File: src/design/dmdc_pkg.sv
package dmdc_pkg;

  localparam int ENTRIES     = 1024;
  localparam int HANDLE_BITS = 32;
  localparam int IDX_W       = $clog2(ENTRIES);
  localparam int ADDR_W      = 64;
  localparam int HANDLE_W    = 32;
  localparam int CNT_W       = 11;
  localparam int SHIFT_W     = 2;
  localparam int PADDR_W     = 3;
  localparam int PDATA_W     = 32;
  localparam int ENTRY_W     = 1 + ADDR_W + HANDLE_BITS;

  localparam logic [2:0] MODE_LOOKUP    = 3'd0;
  localparam logic [2:0] MODE_FILL      = 3'd1;
  localparam logic [2:0] MODE_INV_ONE   = 3'd2;
  localparam logic [2:0] MODE_INV_RANGE = 3'd3;
  localparam logic [2:0] MODE_INV_ALL   = 3'd4;

  localparam logic [PADDR_W-3:0] REG_ADDRESS_SHIFT = '0;

  typedef struct packed {
    logic [2:0]          mode;
    logic [ADDR_W-1:0]   address;
    logic [ADDR_W-1:0]   range_end;
    logic [HANDLE_W-1:0] fill_handle;
  } in_word_t;

  typedef struct packed {
    logic                hit;
    logic [HANDLE_W-1:0] found_handle;
    logic                evicted_valid;
    logic [HANDLE_W-1:0] evicted_handle;
    logic [CNT_W-1:0]    invalidated_count;
  } out_word_t;

  typedef struct packed {
    logic                   valid;
    logic [ADDR_W-1:0]      tag;
    logic [HANDLE_BITS-1:0] handle;
  } entry_t;

  typedef struct packed {
    logic             we;
    logic [IDX_W-1:0] waddr;
    entry_t           wdata;
    logic [IDX_W-1:0] raddr;
  } ram_req_t;

endpackage

File: src/design/dmdc_apb.sv
module dmdc_apb (
  input  logic                          clk,
  input  logic                          rst_n,
  input  logic                          psel,
  input  logic                          penable,
  input  logic                          pwrite,
  input  logic [dmdc_pkg::PADDR_W-1:0]  paddr,
  input  logic [dmdc_pkg::PDATA_W-1:0]  pwdata,
  output logic [dmdc_pkg::PDATA_W-1:0]  prdata,
  output logic                          pready,
  output logic [dmdc_pkg::SHIFT_W-1:0]  address_shift
);

  logic                         sel_shift;
  logic [dmdc_pkg::SHIFT_W-1:0] address_shift_r;
  logic [dmdc_pkg::SHIFT_W-1:0] address_shift_nxt;

  assign sel_shift = (paddr[dmdc_pkg::PADDR_W-1:2] == dmdc_pkg::REG_ADDRESS_SHIFT);

  always_comb begin
    address_shift_nxt = address_shift_r;
    if (psel && penable && pwrite && sel_shift) begin
      address_shift_nxt = pwdata[dmdc_pkg::SHIFT_W-1:0];
    end
  end

  always_ff @(posedge clk) begin
    if (!rst_n) begin
      address_shift_r <= '0;
    end else begin
      address_shift_r <= address_shift_nxt;
    end
  end

  // reads outside the register list return zero
  assign prdata = sel_shift ?
                  {{(dmdc_pkg::PDATA_W - dmdc_pkg::SHIFT_W){1'b0}}, address_shift_r} : '0;
  assign pready = 1'b1;
  assign address_shift = address_shift_r;

endmodule

File: config.mk
export PLATFORM = sky130hd
export DESIGN_NAME = dmdc_apb
export DESIGN_NICKNAME = d
export VERILOG_FILES = /design/src/design/dmdc_pkg.sv /design/src/design/dmdc_apb.sv
export SDC_FILE = /design/constraint.sdc
export NUM_CORES = 1
export LEC_CHECK = 0
export BUFFER_PORTS_ARGS = -buffer_cell sky130_fd_sc_hd__clkbuf_2
export CORE_UTILIZATION = 24
export CTS_CLUSTER_SIZE = 25
export DETAILED_ROUTE_END_ITERATION = 10
export GPL_ROUTABILITY_DRIVEN = 0
export PLACE_DENSITY = 0.82
export SLEW_MARGIN = 20
export SYNTH_ARGS = -nofsm -noshare
export SYNTH_HDL_FRONTEND = slang
export SYNTH_SLANG_ARGS = --single-unit
File: constraint.sdc
create_clock -name clk -period 1.4 [get_ports clk]
set_input_delay 0.28 -clock clk [delete_from_list [all_inputs] [get_ports clk]]
set_output_delay 0.28 -clock clk [all_outputs]
set_load 0.005 [all_outputs]
# Word-level counts from Yosys, hierarchy flattened
# Index checks and enable logic that the tools add are counted.
[totals]
register_bits = 2
latchBits = 0
mem_bits_rw = 0
rom_bits = 0
input_bits = 40
out_inout_bits = 35
memories = 0
[classes]
n_addsub = 0
n_mul = 0
div = 0
magnitude_cmp = 0
eq_ne = 0
shift = 0
n_mux = 1
bitwise_logic = 1
n_reduce_logical = 3
[op_table]
columns = ["op", "n"]
rows = [
  ["$logic_and 1x1->1", 3],
  ["$mux 2", 1],
  ["$not 1->1", 1],
]

# Longest topological paths before layout
[depth]
ltp_word = 3
depth_mapped = 2
depth_no_buf = 2

# Worst setup path after synthesis
# Ideal clock, no wire load.
[synth_timing]
path_kind = "in2reg"
start = "input port paddr[2] in the netlist's numbering"
end = "register address_shift_r, in the netlist address_shift[0]"
arrival_time_ps = 749
required_time_ps = 1328
slack_ps = 580
path_stages = 2
path_buffers = 0
cell_sequence = "and4b_4 mux2i_1"
[synth_via]
elab_chain_cells = 2
[synth_lines]
columns = ["element", "line", "rtl"]
rows = [
  ["start: declaration", "dmdc_apb.sv:7", "input logic [dmdc_pkg::PADDR_W-1:0] paddr,"],
  ["$not 1->1", "dmdc_apb.sv:18", "assign sel_shift = (paddr[dmdc_pkg::PADDR_W-1:2] == dmdc_pkg::REG_ADDRESS_SHIFT);"],
  ["$logic_and 1x1->1", "dmdc_apb.sv:22", "if (psel && penable && pwrite && sel_shift) begin"],
  ["end signal: assignment", "dmdc_apb.sv:31", "address_shift_r <= address_shift_nxt;"],
  ["end: declaration", "dmdc_apb.sv:15", "logic [dmdc_pkg::SHIFT_W-1:0] address_shift_r;"],
]
# No other way between the ends.
# A chain may end at the register's enable or synchronous reset.

# Worst setup path in the final report
[layout_timing]
start = "register address_shift_r, in the netlist address_shift[0]"
end = "output port prdata[0] in the netlist's numbering"
[layout_via]
elab_chain_cells = 1
[layout_lines]
columns = ["element", "line", "rtl"]
rows = [
  ["$mux 2", "dmdc_apb.sv:36", "assign prdata = sel_shift ?"],
  ["end: declaration", "dmdc_apb.sv:9", "output logic [dmdc_pkg::PDATA_W-1:0] prdata,"],
]
# No other way between the ends.

==> flow_summary.toml <==
[run_status]
status = "completed"

[cts]
clock-sinks = 2
post-cts-setup-buffers = 0
cts_resized = 0
clk_latency_ps = 220
cts-buffers-inserted = 3
cts_max_path_buffers = 2
htree_levels = 1
cts_tree = "built"
ctsHoldBuffers = 0
clk_root_buffer_cell = "clkbuf_4"
clk_pin_slew_ps = 30

[critical_path]
cp-end-kind = "output pin"
cp_max_fo = 3
slowest_delay_ps = 310
worst-path-buf-inv = 1
cp_data_required_time_ps = 1120
slowest_stage = "dfxtp_1"
worstSetupPathType = "reg -> out"
cp-start-kind = "register"
path_delay_family = "flip-flops"
worstPathCellList = "and2b_2, clkbuf_2"
worstPathArrival_ps = 830

[yosys]
yosysSeqAreaShare_pct = 11.6
yosys_warnings = 0
synthDistinctLibCells = 7
synthArstFlopShare_pct = 0
ys_ff_latch = 2
yosys.area.top_type = "buf_4"
synth_top_area_share_pct = 67.1
synth_cells = 44
ys.flop_type = "dfxtp_1"
syn_area_per_cell_sq_um = 7.88
synth_edf_count = 0
yosysMostFrequentCell = "buf_4"
syn_area_sq_um = 347
yosys-top-cells-area = "buf_4, dfxtp_1, mux2i_1"
synth_commonest_cells = "buf_4, nand2_1"

[power]
leakage_nw = 0.205
powerDensity_nw_per_um2 = 703
ir_drop_mv = 0.380

[route]
vias_per_cell = 3.03
dr.pass1.iters = 3
wl_microns = 390
route.vias.total = 215
drc = 0
avgRoutedWirePerCell_microns = 5.49
drtAntennaViolNets = 0
drtIter0Drc = 3

[finish]
finish.utilization_pct = 24.2
area_delta_synth_final_pct = -7.94
diodes = 0
fillers = 155
nets = 98
largest_reg_flops = 2
layout-drive-gt1-share_pct = 30.4

[timing]
finalSetupViolCount = 0
final.min_clock_period_ps = 1110
postLayoutSetupSlackWorst_ps = 292
finClkSkew_ps = 0
final-hold-violation-count = 0
tns_ps = 0
period_share_pct = 79.1
rsz0062_at_grt = "no"
max_freq_mhz = 903
maxSlewViolCount = 0

[grt]
grt_antenna_before_repair = 0
grt_pass1_wl_microns = 489
grt_pass1_vias = 140
grt_max_degree = 5
track_usage_pct = 5.63
overflow = 0

[die]
die_h_microns = 40
rows = 13
dieArea_sq_um = 1600
fp.coreArea_sq_um = 1320
ios = 75
die_w_microns = 40
start_util_pct = 26.3

[worst_hold_path]
hp-class = "in -> reg"

[flow_run]
drv_cap = 0

[placed_design]
portBuffers = 11
dp_hpwl_microns = 355
dp_worst_setup_slack_ps = 440
-- routing by layer --
layer | up-vias | share of wire, % | global-route usage [%]
met4 | 0 | 5.9 | 12.9
met5 | - | 0 | 0
met3 | 4 | 14 | 1.67
met2 | 21 | 53 | 8.47
met1 | 92 | 27 | 3.30
li1 | 98 | - | -
-- final cells by class --
type	instances	area (sq um)	area share (%)
Clock buffer	3	22.5	7.06
Tap cell	15	18.8	5.88
Sequential cell	2	40.0	12.5
Timing Repair Buffer	11	55.1	17.3
Multi-Input combinational cell	40	183	57.3
-- cells by family (layout without fill, tap and decap cells) --
logic type / Yosys count / after routing / synth area share [%]
multiplexers: 2 / 2 / 5.78
buffers and inverters: 31 / 14 / 67.1
AND/OR/NAND/NOR: 7 / 7 / 13.4
flip-flops: 2 / 2 / 11.6
other: 2 / 31 / 2.17
-- metrics by stage --
step                hold WS [ps]  power [mW]  instances  cell area [sq um]
floorplan                    422       0.147         73                455
global placement             461      0.0969         68                297
detailed placement           465      0.0975         68                297
CTS                          283       0.230         71                319
global route                 294       0.242         71                319
finish                       289       0.224         71                319
-- final timing paths --
kind / startpoint / to / slack (ps) / depth (start not counted)
hold / removal: pwdata[0] / address_shift[0] / 290 / 3
setup reg to reg: address_shift[0] / address_shift[0] / 830 / 2
hold reg to reg: address_shift[1] / address_shift[1] / 470 / 2
setup / recovery: address_shift[0] / prdata[0] / 290 / 2
-- where the power goes --
part	internal [mW]	switching (mW)	total (mW)	leakage, nW
Sequential	0.0587	0.000888	0.0596	0.0162
Clock	0.0944	0.0317	0.126	0.0138
Combinational	0.0123	0.0261	0.0385	0.175
Total	0.165	0.0587	0.224	0.205
-- placed cells by master (no fill, tap or decap) --
master	netlist	layout
and2b_2	2	2
and4b_4	1	1
clkbuf_2	0	11
clkbuf_4	0	3
conb_1	2	31
dfxtp_1	2	2
mux2i_1	2	2
nand2_1	4	4
-- worst register-to-register path, stage by stage (launching register included) --
cell and delay [ps]:
dfxtp_1 340, nand2_1 60, mux2i_1 110
No activity file was read; power rests on OpenSTA's default activity.
