### config.mk
export PLATFORM = sky130hd
export DESIGN_NAME = dmdc_ctrl
export DESIGN_NICKNAME = d
export VERILOG_FILES = /design/src/design/dmdc_pkg.sv /design/src/design/dmdc_ctrl.sv
export SDC_FILE = /design/constraint.sdc
export NUM_CORES = 1
export LEC_CHECK = 0
export BUFFER_PORTS_ARGS = -buffer_cell sky130_fd_sc_hd__buf_4
export CORE_MARGIN = 5
export CORE_UTILIZATION = 35
export CTS_CLUSTER_SIZE = 14
export DETAILED_ROUTE_END_ITERATION = 8
export MAX_ROUTING_LAYER = met4
export SLEW_MARGIN = 20
export SYNTH_ARGS = -nofsm -noshare
export SYNTH_HDL_FRONTEND = slang
export SYNTH_SLANG_ARGS = --single-unit
### constraint.sdc
create_clock -name clk -period 16.3 [get_ports clk]
set_input_delay 2.445 -clock clk [delete_from_list [all_inputs] [get_ports clk]]
set_output_delay 2.445 -clock clk [all_outputs]
set_load 0.005 [all_outputs]
### src/design/dmdc_pkg.sv
package dmdc_pkg;

  localparam int ENTRIES     = 1024;
  localparam int HANDLE_BITS = 32;
  localparam int IDX_W       = $clog2(ENTRIES);
  localparam int ADDR_W      = 64;
  localparam int HANDLE_W    = 32;
  localparam int CNT_W       = 11;
  localparam int SHIFT_W     = 2;
  localparam int PADDR_W     = 3;
  localparam int PDATA_W     = 32;
  localparam int ENTRY_W     = 1 + ADDR_W + HANDLE_BITS;

  localparam logic [2:0] MODE_LOOKUP    = 3'd0;
  localparam logic [2:0] MODE_FILL      = 3'd1;
  localparam logic [2:0] MODE_INV_ONE   = 3'd2;
  localparam logic [2:0] MODE_INV_RANGE = 3'd3;
  localparam logic [2:0] MODE_INV_ALL   = 3'd4;

  localparam logic [PADDR_W-3:0] REG_ADDRESS_SHIFT = '0;

  typedef struct packed {
    logic [2:0]          mode;
    logic [ADDR_W-1:0]   address;
    logic [ADDR_W-1:0]   range_end;
    logic [HANDLE_W-1:0] fill_handle;
  } in_word_t;

  typedef struct packed {
    logic                hit;
    logic [HANDLE_W-1:0] found_handle;
    logic                evicted_valid;
    logic [HANDLE_W-1:0] evicted_handle;
    logic [CNT_W-1:0]    invalidated_count;
  } out_word_t;

  typedef struct packed {
    logic                   valid;
    logic [ADDR_W-1:0]      tag;
    logic [HANDLE_BITS-1:0] handle;
  } entry_t;

  typedef struct packed {
    logic             we;
    logic [IDX_W-1:0] waddr;
    entry_t           wdata;
    logic [IDX_W-1:0] raddr;
  } ram_req_t;

endpackage

### src/design/dmdc_ctrl.sv
module dmdc_ctrl (
  input  logic                         clk,
  input  logic                         rst_n,
  input  logic [dmdc_pkg::SHIFT_W-1:0] address_shift,
  input  logic                         in_valid,
  output logic                         in_ready,
  input  dmdc_pkg::in_word_t           in_word,
  output logic                         out_valid,
  input  logic                         out_ready,
  output dmdc_pkg::out_word_t          out_word,
  output dmdc_pkg::ram_req_t           ram_req,
  input  dmdc_pkg::entry_t             ram_rdata
);

  typedef enum logic [1:0] {ST_CLEAR, ST_RUN, ST_WALK, ST_DONE} state_t;

  state_t                         state_r, state_nxt;
  logic [dmdc_pkg::IDX_W:0]       cnt_r, cnt_nxt;
  logic                           wk_pend_r, wk_pend_nxt;
  logic [dmdc_pkg::IDX_W-1:0]     wk_idx_r, wk_idx_nxt;
  logic [dmdc_pkg::CNT_W-1:0]     inv_cnt_r, inv_cnt_nxt;
  logic                           s1_valid_r, s1_valid_nxt;
  dmdc_pkg::in_word_t             s1_word_r, s1_word_nxt;
  logic [dmdc_pkg::IDX_W-1:0]     s1_idx_r, s1_idx_nxt;
  logic                           s1_have_r, s1_have_nxt;
  dmdc_pkg::entry_t               s1_ent_r, s1_ent_nxt;
  logic                           out_valid_r, out_valid_nxt;
  dmdc_pkg::out_word_t            out_word_r, out_word_nxt;

  logic [dmdc_pkg::IDX_W-1:0]     in_idx;
  logic                           out_free;
  logic                           s1_bulk;
  logic                           s1_go;
  logic                           in_fire;
  dmdc_pkg::entry_t               eff;
  logic                           tag_hit;
  dmdc_pkg::out_word_t            res;
  logic                           s1_we;
  dmdc_pkg::entry_t               s1_wdata;
  logic [3:0]                     step_m;
  logic                           wk_match;
  dmdc_pkg::entry_t               cleared;

  assign in_idx   = dmdc_pkg::IDX_W'(in_word.address >> address_shift);
  assign out_free = !out_valid_r || out_ready;
  assign s1_bulk  = s1_valid_r && ((s1_word_r.mode == dmdc_pkg::MODE_INV_RANGE) ||
                                   (s1_word_r.mode == dmdc_pkg::MODE_INV_ALL));
  assign s1_go    = s1_valid_r && !s1_bulk && out_free && (state_r == ST_RUN);
  assign in_ready = (state_r == ST_RUN) && (!s1_valid_r || s1_go);
  assign in_fire  = in_valid && in_ready;

  // entry as seen by the item in flight: forwarded or held copy, else fresh read
  assign eff     = s1_have_r ? s1_ent_r : ram_rdata;
  assign tag_hit = eff.valid && (eff.tag == s1_word_r.address);

  always_comb begin
    res      = '0;
    s1_we    = 1'b0;
    s1_wdata = eff;
    case (s1_word_r.mode)
      dmdc_pkg::MODE_LOOKUP: begin
        if (tag_hit) begin
          res.hit          = 1'b1;
          res.found_handle = dmdc_pkg::HANDLE_W'(eff.handle);
        end
      end
      dmdc_pkg::MODE_FILL: begin
        if (eff.valid) begin
          res.evicted_valid  = 1'b1;
          res.evicted_handle = dmdc_pkg::HANDLE_W'(eff.handle);
        end
        s1_we           = 1'b1;
        s1_wdata.valid  = 1'b1;
        s1_wdata.tag    = s1_word_r.address;
        s1_wdata.handle = dmdc_pkg::HANDLE_BITS'(s1_word_r.fill_handle);
      end
      dmdc_pkg::MODE_INV_ONE: begin
        if (tag_hit) begin
          res.evicted_valid  = 1'b1;
          res.evicted_handle = dmdc_pkg::HANDLE_W'(eff.handle);
          s1_we              = 1'b1;
          s1_wdata.valid     = 1'b0;
        end
      end
      default: begin
      end
    endcase
  end

  // range step: tag and start must agree in the low address_shift bits
  assign step_m = (4'd1 << address_shift) - 4'd1;

  always_comb begin
    wk_match = ram_rdata.valid;
    if (s1_word_r.mode == dmdc_pkg::MODE_INV_RANGE) begin
      wk_match = ram_rdata.valid &&
                 (ram_rdata.tag >= s1_word_r.address) &&
                 (ram_rdata.tag < s1_word_r.range_end) &&
                 (((ram_rdata.tag[3:0] ^ s1_word_r.address[3:0]) & step_m) == 4'd0);
    end
    cleared       = ram_rdata;
    cleared.valid = 1'b0;
  end

  always_comb begin
    ram_req.raddr = in_idx;
    ram_req.we    = 1'b0;
    ram_req.waddr = s1_idx_r;
    ram_req.wdata = s1_wdata;
    case (state_r)
      ST_CLEAR: begin
        ram_req.we    = 1'b1;
        ram_req.waddr = cnt_r[dmdc_pkg::IDX_W-1:0];
        ram_req.wdata = '0;
      end
      ST_RUN: begin
        ram_req.we = s1_go && s1_we;
      end
      ST_WALK: begin
        ram_req.raddr = cnt_r[dmdc_pkg::IDX_W-1:0];
        ram_req.we    = wk_pend_r && wk_match;
        ram_req.waddr = wk_idx_r;
        ram_req.wdata = cleared;
      end
      default: begin
      end
    endcase
  end

  always_comb begin
    state_nxt     = state_r;
    cnt_nxt       = cnt_r;
    wk_pend_nxt   = wk_pend_r;
    wk_idx_nxt    = wk_idx_r;
    inv_cnt_nxt   = inv_cnt_r;
    s1_valid_nxt  = s1_valid_r;
    s1_word_nxt   = s1_word_r;
    s1_idx_nxt    = s1_idx_r;
    s1_have_nxt   = s1_have_r;
    s1_ent_nxt    = s1_ent_r;
    out_valid_nxt = out_valid_r;
    out_word_nxt  = out_word_r;

    if (out_ready) begin
      out_valid_nxt = 1'b0;
    end

    case (state_r)
      ST_CLEAR: begin
        cnt_nxt = cnt_r + 1'b1;
        if (cnt_r[dmdc_pkg::IDX_W-1:0] == dmdc_pkg::IDX_W'(dmdc_pkg::ENTRIES - 1)) begin
          cnt_nxt   = '0;
          state_nxt = ST_RUN;
        end
      end
      ST_RUN: begin
        if (s1_go) begin
          out_valid_nxt = 1'b1;
          out_word_nxt  = res;
          s1_valid_nxt  = 1'b0;
        end else if (s1_valid_r && !s1_have_r && !s1_bulk) begin
          // hold the read data while the output is stalled
          s1_have_nxt = 1'b1;
          s1_ent_nxt  = ram_rdata;
        end
        if (s1_bulk) begin
          cnt_nxt     = '0;
          wk_pend_nxt = 1'b0;
          inv_cnt_nxt = '0;
          state_nxt   = ST_WALK;
        end
        if (in_fire) begin
          s1_valid_nxt = 1'b1;
          s1_word_nxt  = in_word;
          s1_idx_nxt   = in_idx;
          // forward a write landing on the same entry in this cycle
          s1_have_nxt  = ram_req.we && (ram_req.waddr == in_idx);
          s1_ent_nxt   = ram_req.wdata;
        end
      end
      ST_WALK: begin
        wk_pend_nxt = !cnt_r[dmdc_pkg::IDX_W];
        wk_idx_nxt  = cnt_r[dmdc_pkg::IDX_W-1:0];
        if (!cnt_r[dmdc_pkg::IDX_W]) begin
          cnt_nxt = cnt_r + 1'b1;
        end
        if (wk_pend_r && wk_match && (inv_cnt_r != '1)) begin
          inv_cnt_nxt = inv_cnt_r + 1'b1;
        end
        if (cnt_r[dmdc_pkg::IDX_W] && !wk_pend_r) begin
          state_nxt = ST_DONE;
        end
      end
      ST_DONE: begin
        if (out_free) begin
          out_valid_nxt                  = 1'b1;
          out_word_nxt                   = '0;
          out_word_nxt.invalidated_count = inv_cnt_r;
          s1_valid_nxt                   = 1'b0;
          state_nxt                      = ST_RUN;
        end
      end
      default: begin
        state_nxt = ST_CLEAR;
      end
    endcase
  end

  always_ff @(posedge clk) begin
    if (!rst_n) begin
      state_r     <= ST_CLEAR;
      cnt_r       <= '0;
      wk_pend_r   <= 1'b0;
      s1_valid_r  <= 1'b0;
      s1_have_r   <= 1'b0;
      out_valid_r <= 1'b0;
    end else begin
      state_r     <= state_nxt;
      cnt_r       <= cnt_nxt;
      wk_pend_r   <= wk_pend_nxt;
      s1_valid_r  <= s1_valid_nxt;
      s1_have_r   <= s1_have_nxt;
      out_valid_r <= out_valid_nxt;
    end
    wk_idx_r   <= wk_idx_nxt;
    inv_cnt_r  <= inv_cnt_nxt;
    s1_word_r  <= s1_word_nxt;
    s1_idx_r   <= s1_idx_nxt;
    s1_ent_r   <= s1_ent_nxt;
    out_word_r <= out_word_nxt;
  end

  assign out_valid = out_valid_r;
  assign out_word  = out_word_r;

endmodule

# Word level (Yosys, flattened, before mapping)
# Index checks and enable logic that the tools add are counted.
dict set report totals {
  register_bits 385
  inputBits 266
  elab_cells 137
}
dict set report op_classes {
  add_sub_neg 3
  order_cmp 2
  eq_ne 20
  shifts 2
  n_mux 44
  bitwise_logic 2
  reduce_logical 42
}
# cell count
set op_table {}
lappend op_table {{$mux 97} 4}
lappend op_table {{$pmux 107 s2} 1}
lappend op_table {{$mux 77} 2}
lappend op_table {{$pmux 77 s2} 1}
lappend op_table {{$mux 33} 3}
lappend op_table {{$mux 96} 1}
lappend op_table {{$pmux 33 s2} 1}
lappend op_table {{$eq 64x64->1} 1}
lappend op_table {{$ge 64x64->1} 1}
lappend op_table {{$lt 64x64->1} 1}
lappend op_table {{$shr 64x2->10} 1}
lappend op_table {{$mux 11} 4}
lappend op_table {{$pmux 11 s3} 1}
lappend op_table {{$add 11x1->11 const B} 2}
lappend op_table {{$pmux 11 s2} 1}
lappend op_table {{$logic_and 1x1->1} 17}
lappend op_table {{$reduce_and 3->1} 5}
lappend op_table {{$ne 2x2->1 const B} 7}
lappend op_table {{$mux 1} 13}
lappend op_table {{$ne 11x11->1 const B} 1}
lappend op_table {{$eq 10x10->1} 1}
lappend op_table {{$eq 10x10->1 const B} 1}
lappend op_table {{$mux 10} 1}
lappend op_table {{$pmux 1 s2} 5}
lappend op_table {{23 further kinds} 39}

# Longest topological paths before layout
# Gate-level depths: netlist (run 1).
dict set report logic_depth {
  depth_word 12
  ltp_mapped 12
  ltp_nobuf 11
}

# Least setup slack after synthesis (run 1)
# No wires, ideal clock.
dict set report synth_path {
  path_kind {input -> register}
  from {input out_ready}
  to {register s1_have_r}
  arrival_time_ps 11275
  slack_ps 4920
  cell_stages 5
  n_path_buf 0
  path_cell_list {nand2b_1 -> o31ai_1 -> o21ai_0 -> or4_1 -> o22ai_1}
}
dict set report synth_via {
  elab_chain_cells 8
  elab_cells_between_ends 13
  cone_classes {eq/ne (1); mux (2); reduce/logical (10)}
}
# element line
set synth_rtl {}
lappend synth_rtl {{start, declared} dmdc_ctrl.sv:9} ;# input logic out_ready,
lappend synth_rtl {{$logic_or 1x1->1 (*)} dmdc_ctrl.sv:45} ;# assign out_free = !out_valid_r || out_ready;
lappend synth_rtl {{$logic_and 1x1->1 (*) (2 in series)} dmdc_ctrl.sv:48} ;# assign s1_go = s1_valid_r && !s1_bulk && out_free && (state_r == ST_RUN);
lappend synth_rtl {{$logic_or 1x1->1} dmdc_ctrl.sv:49} ;# assign in_ready = (state_r == ST_RUN) && (!s1_valid_r || s1_go);
lappend synth_rtl {{$logic_and 1x1->1} dmdc_ctrl.sv:49}
lappend synth_rtl {{$logic_and 1x1->1} dmdc_ctrl.sv:50} ;# assign in_fire = in_valid && in_ready;
lappend synth_rtl {{$ne 2x1->1 (no line) / $reduce_bool 2->1 (equally long branches)} -}
lappend synth_rtl {{$reduce_and 3->1 (no line)} -}
lappend synth_rtl {{end signal, assigned} dmdc_ctrl.sv:222} ;# s1_have_r <= s1_have_nxt;
lappend synth_rtl {{end, declared} dmdc_ctrl.sv:25} ;# logic s1_have_r, s1_have_nxt;
# Mark *: on every way between the ends. The rest lies on a longest branch, timed or not.
# A chain may end at the register's enable or synchronous reset.

==> results.sh, run 1 <==
export IMPL_outcome="finished, final reports clean"
export IMPL_final_period_minus_worst_setup_slack_ns=7.93
export IMPL_pre_cts_slack_ns=8.25
export IMPL_root_buffer_selected_by_cts="clkbuf_16"
export IMPL_final_common_cell="buf_4"
export IMPL_ctsLongestPathBuffers=3
export IMPL_highest_clock_frequency_the_design_can_meet_mhz=126
export IMPL_report_final_slew_viol_count=0
export IMPL_p_leak_nw=10.6
export IMPL_post_drt_wl_per_cell_microns=22.7
export IMPL_worstPathRequired_ns=13.86
export IMPL_routabilityCongestion=0.891
export IMPL_synth_seq_cells=385
export IMPL_slowest_stage_cell_on_the_critical_path="a2111oi_1"
export IMPL_final_layout_size_suffix_gt1_share_pct=30.0
export IMPL_synth_xor_xnor_area_share_pct=3.84
export IMPL_timing_max_cap_violations=0
export IMPL_cp_max_fo=5
export IMPL_std_cell_rows=90
export IMPL_dpl_hpwl_mm=51.2
export IMPL_cpPeakStageDelay_ns=0.83
export IMPL_yosys_warnings=0
export IMPL_mappedNetlistArea_sq_mm=0.0212
export IMPL_timing_critical_path_arrival_ns=5.49
export IMPL_worst_case_clock_skew_ns=0.0226
export IMPL_final_period_utilization_pct=48.7
export IMPL_cts_hold_repair_buffers=0
export IMPL_crit_reg2reg_launch="s1_have_r"
export IMPL_power_per_cell_area_mw_per_mm2=119
export IMPL_yosys_cell_types_count=58
export IMPL_post_synth_fa_ha_maj_area_fraction_pct=7.97
export IMPL_regToRegSetupSlack_ns=11.16
export IMPL_worst_hold_slack_ns=0.527
export IMPL_synth_yosys_seq_area_share_pct=53.8
export IMPL_wire_length_of_the_first_global_routing_pass_mm=102
export IMPL_tritoncts="done"
export IMPL_ioPinCount=463
export IMPL_clock_tree_htree_level_count=2
export IMPL_worstHoldEndpoint="wk_pend_r"
export IMPL_drt_total_wl_mm=69.5
export IMPL_dp_cells=2960
export IMPL_global_route_overflow_total=0
export IMPL_crit_type="input pin to output port"
export IMPL_number_of_antenna_violations_at_the_first_check_in_global_routing=14
export IMPL_grt_setup_unrepaired="no"
export IMPL_syn_instance_count=1781
export IMPL_floorplan_die_height_microns=256
export IMPL_critPathCaptureType="output port"
export IMPL_report_final_setup_viol=0
export IMPL_synth_fp_nets=2182
export IMPL_synth_main_ff_cell="edfxtp_1"
export IMPL_worst_r2r_path_depth=11
export IMPL_layout_common_cells="476 x buf_4, 368 x edfxtp_1, 165 x nand2_1"
export IMPL_finish_cell_count_without_fillers=3056
export IMPL_max_vdd_ir_drop_uv=79.0
export IMPL_post_cts_resized_instances=0
export IMPL_hold_path_class="flop to flop"
export IMPL_syn_to_final_growth_pct=27.3
export IMPL_worst_hold_path_num_cells=2
export IMPL_number_of_enable_type_register_cells_in_the_synthesized_netlist=368
export IMPL_tns_ns=0
export IMPL_synth_simple_gate_area_share_pct=8.63
export IMPL_grt_use_total_pct=20.8
export IMPL_critical_path_most_common_cell="buf_4"
export IMPL_synth_area_per_cell_sq_um=11.9
export IMPL_clk_latency_ns=0.57
export IMPL_finish_net_count=2626
export IMPL_stdcell_area_sq_mm=0.0270
export IMPL_critical_path_reg2reg_endpoint="out_word[42]"
export IMPL_starting_density_of_the_core_pct=35.2
export IMPL_layout_filler_cells=5592
export IMPL_io_buffer_count=462
export IMPL_dp_area_sq_mm=0.0255
export IMPL_vias_per_cell=5.18
export IMPL_core_region_area_sq_mm=0.0601
export IMPL_synth_area_mux_share_pct=11.3
export IMPL_cts_setup_buffers=0
export IMPL_dieArea_sq_mm=0.0656
export IMPL_grt_start_max_net_pins=163
export IMPL_floorplan_die_width_microns=256
export IMPL_min_delay_start="wk_pend_r"
export IMPL_dominant_combinational_cell_family_by_area_after_synthesis="multiplexers"
export IMPL_worstSetupStartpointType="input pin"
export IMPL_crit_chain="buf_4, ha_1, o21ai_0, a2111oi_1, and3_1, nand3_1, a211o_1, a211oi_2, a311oi_1, nor2_1, buf_4"
export IMPL_hold_violations=0
export IMPL_cts_sinks=385
export IMPL_number_of_buffers_created_by_cts=45
export IMPL_max_slew_margin_rel_pct=16.0
export IMPL_total_number_of_vias=15819
export IMPL_iteration_count_of_the_initial_detailed_routing_pass=7
export IMPL_drt_iter0_markers=1121
export IMPL_synthArstFlopShare_pct=0
export IMPL_ant_nets=0
export IMPL_post_route_worst_setup_slack_ns=8.37
export IMPL_drc=0
export IMPL_timing_worst_slew_pin_value_ns=1.26
export IMPL_grt_pass1_vias=16098
export IMPL_clk_transition_reported_paths_ns=0.06
export IMPL_synth_compound_area_share_pct=10.4
sequential cells by signal, indices dropped and copies added (netlist names):
signal	flops
s1_word_r	163
s1_ent_r	97
out_word	77
cnt_r	11
inv_cnt_r	11
s1_idx_r	10
wk_idx_r	10
state_r	2
out_valid	1
s1_have_r	1
s1_valid_r	1
wk_pend_r	1
per-stage QoR:
step / utilization [%] / total power (W)
floorplan: - / 0.00182
global placement: 42.4 / 0.00222
detailed placement: 42.4 / 0.00223
CTS: 44.8 / 0.00326
global route: 44.9 / 0.00337
finish: 44.9 / 0.00322
power by group:
part	switching (W)	leakage, nW	internal [W]
Sequential	0.0000650	3.54	0.00123
Combinational	0.000526	6.38	0.000386
Clock	0.000413	0.708	0.000599
Total	0.00100	10.6	0.00221
layout make-up:
type,instances,area [sq um],area share [%]
clock buffer,58,1200,4.47
antenna,15,37.5,0.139
multi-input combinational,1176,8990,33.3
sequential,385,11400,42.2
timing repair buffer,477,3590,13.3
tap,782,978,3.63
inverter,140,533,1.98
clock inverter,23,244,0.904
worst max-delay path: cells and delay by family:
kind                     cells  cell delay, ns
AO/OA/AOI/OAI                5            1.89
buffers and inverters        2            0.29
adder cells (fa/ha/maj)      1            0.31
AND/OR/NAND/NOR              3            0.54
per-layer routing:
layer	GRT usage, %	part of all wire [%]	vias up	routed length, microns
met5	-	0	-	0
met4	4.63	2.1	0	1440
met3	6.02	8.2	92	5720
met2	34.1	48	562	33300
met1	25.7	42	7656	29000
li1	-	-	7509	-
how the worst max path moves through the flow:
stage             startpoint           end  slack (ns)  depth (start not counted)
3_3_place_gp   ram_rdata[34]  ram_req[117]        7.58                         11
6_report       ram_rdata[34]  ram_req[117]        8.37                         11
3_5_place_dp   ram_rdata[34]  ram_req[117]        8.25                         11
5_1_grt        ram_rdata[34]  ram_req[117]        8.25                         11
2_1_floorplan      out_ready     s1_have_r        4.92                          5
4_1_cts        ram_rdata[34]  ram_req[117]        8.24                         11
cell families (layout without fill, tap and decap cells):
group                    count (synthesis)  count (layout)
other                                    0              15
XOR/XNOR                                93              93
flip-flops                             385             385
AND/OR/NAND/NOR                        399             399
buffers and inverters                  220             698
AO/OA/AOI/OAI                          336             336
multiplexers                           213             213
adder cells (fa/ha/maj)                135             135
cell usage after synthesis (all sizes together), types with 2 or more instances:
| cell | n | area (sq um) |
|---|---|---|
| a21o | 10 | 75.1 |
| a311oi | 2 | 17.5 |
| a21boi | 2 | 15.0 |
| nand4 | 29 | 181 |
| o21ai | 124 | 624 |
| ha | 135 | 1690 |
| nand3 | 27 | 135 |
| nor4 | 25 | 163 |
| and3 | 7 | 43.8 |
| a221o | 3 | 30.0 |
| a22o | 96 | 841 |
| inv | 140 | 526 |
| xnor2 | 81 | 709 |
| nand4b | 2 | 17.5 |
| mux4 | 10 | 225 |
| buf | 21 | 118 |
| a21oi | 59 | 295 |
| nor2b | 7 | 43.8 |
| nand2 | 165 | 619 |
| nand2b | 3 | 18.8 |
| nor2 | 104 | 415 |
| a211oi | 6 | 45.0 |
| o22ai | 2 | 12.5 |
| xor2 | 12 | 105 |
| a221oi | 2 | 17.5 |
| a31oi | 2 | 12.5 |
| mux2i | 97 | 971 |
| and4 | 2 | 17.5 |
| a22oi | 11 | 82.6 |
| dfxtp | 17 | 340 |
| or4 | 2 | 15.0 |
| a211o | 3 | 26.3 |
| mux2 | 106 | 1190 |
| edfxtp | 368 | 11100 |
| clkbuf | 59 | 221 |
| o31ai | 3 | 22.5 |
| a2111oi | 3 | 26.3 |
| nor3 | 3 | 15.0 |
| and2 | 22 | 138 |
Note: power is estimated with default switching activity, not from simulation.
==> run 2, diff against run 1 <==
==> constraint.sdc (replaced) <==
create_clock -name clk -period 7.7 [get_ports clk]
set_input_delay 1.155 -clock clk [delete_from_list [all_inputs] [get_ports clk]]
set_output_delay 1.155 -clock clk [all_outputs]
set_load 0.005 [all_outputs]
==> results.sh, run 2 (synthesis results as in run 1) <==
export IMPL_cts_sinks=385
export IMPL_top_register="s1_word_r"
export IMPL_root_buffer_selected_by_cts="clkbuf_16"
export IMPL_vias_per_cell=5.20
export IMPL_clock_tree_htree_level_count=2
export IMPL_report_final_setup_viol=0
export IMPL_highest_clock_frequency_the_design_can_meet_mhz=186
export IMPL_grt_start_max_net_pins=87
export IMPL_worst_hold_slack_ns=0.525
export IMPL_drc=0
export IMPL_tns_ns=0
export IMPL_grt_use_total_pct=20.9
export IMPL_worst_hold_path_num_cells=2
export IMPL_worst_r2r_path_depth=11
export IMPL_routabilityCongestion=0.915
export IMPL_outcome="finished, final reports clean"
export IMPL_clk_transition_reported_paths_ns=0.06
export IMPL_core_region_area_sq_mm=0.0601
export IMPL_floorplan_die_height_microns=256
export IMPL_cts_setup_buffers=0
export IMPL_timing_critical_path_arrival_ns=4.22
export IMPL_starting_density_of_the_core_pct=35.2
export IMPL_hold_path_class="flop to flop"
export IMPL_ioPinCount=463
export IMPL_worst_case_clock_skew_ns=0.0326
export IMPL_final_period_minus_worst_setup_slack_ns=5.38
export IMPL_largest_register_ffs=163
export IMPL_dieArea_sq_mm=0.0656
export IMPL_worstSetupStartpointType="flop"
export IMPL_worstPathRequired_ns=6.55
export IMPL_cts_hold_repair_buffers=0
export IMPL_crit_type="flop to output port"
export IMPL_global_route_overflow_total=0
export IMPL_wire_length_of_the_first_global_routing_pass_mm=103
export IMPL_post_drt_wl_per_cell_microns=22.7
export IMPL_power_per_cell_area_mw_per_mm2=250
export IMPL_max_slew_margin_rel_pct=33.4
export IMPL_dpl_hpwl_mm=51.3
export IMPL_cp_max_fo=37
export IMPL_tritoncts="done"
export IMPL_ctsLongestPathBuffers=3
export IMPL_dp_area_sq_mm=0.0255
export IMPL_floorplan_die_width_microns=256
export IMPL_io_buffer_count=462
export IMPL_drt_total_wl_mm=69.4
export IMPL_critPathCaptureType="output port"
export IMPL_max_vdd_ir_drop_uv=174
export IMPL_syn_to_final_growth_pct=27.1
export IMPL_finish_net_count=2630
export IMPL_drt_iter0_markers=967
export IMPL_std_cell_rows=90
export IMPL_final_common_cell="buf_4"
export IMPL_post_cts_resized_instances=0
export IMPL_final_period_utilization_pct=69.9
export IMPL_iteration_count_of_the_initial_detailed_routing_pass=5
export IMPL_report_final_slew_viol_count=0
export IMPL_stdcell_area_sq_mm=0.0269
export IMPL_timing_worst_slew_pin_value_ns=0.999
export IMPL_timing_max_cap_violations=0
export IMPL_clk_latency_ns=0.58
export IMPL_ant_nets=0
export IMPL_p_leak_nw=10.6
export IMPL_number_of_antenna_violations_at_the_first_check_in_global_routing=8
export IMPL_grt_setup_unrepaired="no"
export IMPL_final_layout_size_suffix_gt1_share_pct=30.1
export IMPL_grt_pass1_vias=16179
export IMPL_hold_violations=0
export IMPL_total_number_of_vias=15881
export IMPL_layout_common_cells="479 x buf_4, 368 x edfxtp_1, 165 x nand2_1"
export IMPL_number_of_buffers_created_by_cts=45
[run 2: cell type report]
cell class	count	area, sq um
Tap cell	782	978
Timing Repair Buffer	481	3630
Inverter	140	533
Multi-Input combinational cell	1176	8990
Antenna cell	9	22.5
Fill cell	5566	33200
Sequential cell	385	11400
Clock inverter	23	194
Clock buffer	57	1190
[run 2: per-stage QoR]
stage / setup slack (ns) / instances / power, W / util [%]
after CTS: 2.10 / 3044 / 0.00682 / 44.8
final: 2.32 / 3053 / 0.00674 / 44.8
after floorplan: 0.818 / 1781 / 0.00385 / -
after detailed placement: 2.47 / 2964 / 0.00473 / 42.5
after global routing: 1.94 / 3051 / 0.00707 / 44.8
after global placement: 1.39 / 2963 / 0.00470 / 42.4
[run 2: worst paths after layout]
| path | from | slack [ns] | end |
|---|---|---|---|
| max | s1_have_r | 2.32 | ram_req[117] |
| min | wk_pend_r | 0.53 | wk_pend_r |
| max reg2reg | s1_have_r | 3.58 | out_word[12] |
| min reg2reg | wk_pend_r | 0.53 | wk_pend_r |
[run 2: power breakdown]
| group | switching, W | leakage (nW) | internal, W |
|---|---|---|---|
| registers | 0.000138 | 3.54 | 0.00259 |
| clock network | 0.000874 | 0.681 | 0.00119 |
| logic | 0.00113 | 6.40 | 0.000817 |
[run 2: worst max-delay path: stages (launching register included)]
cell and delay (ns):
dfxtp_4 0.82, buf_4 0.47, mux2i_1 0.30, xnor2_1 0.20
nor4_1 0.43, nand4_1 0.16, nor4_2 0.47, nand2_1 0.15
nor2_2 0.18, a311oi_1 0.14, nor2_1 0.12, buf_4 0.15
[run 2: metal layers]
metal	vias to the layer above	track usage, %	wire [microns]
met5	-	-	0
met4	0	5.08	1530
met3	87	6.13	5660
met2	535	33.6	32900
met1	7761	26.4	29300
li1	7498	-	-
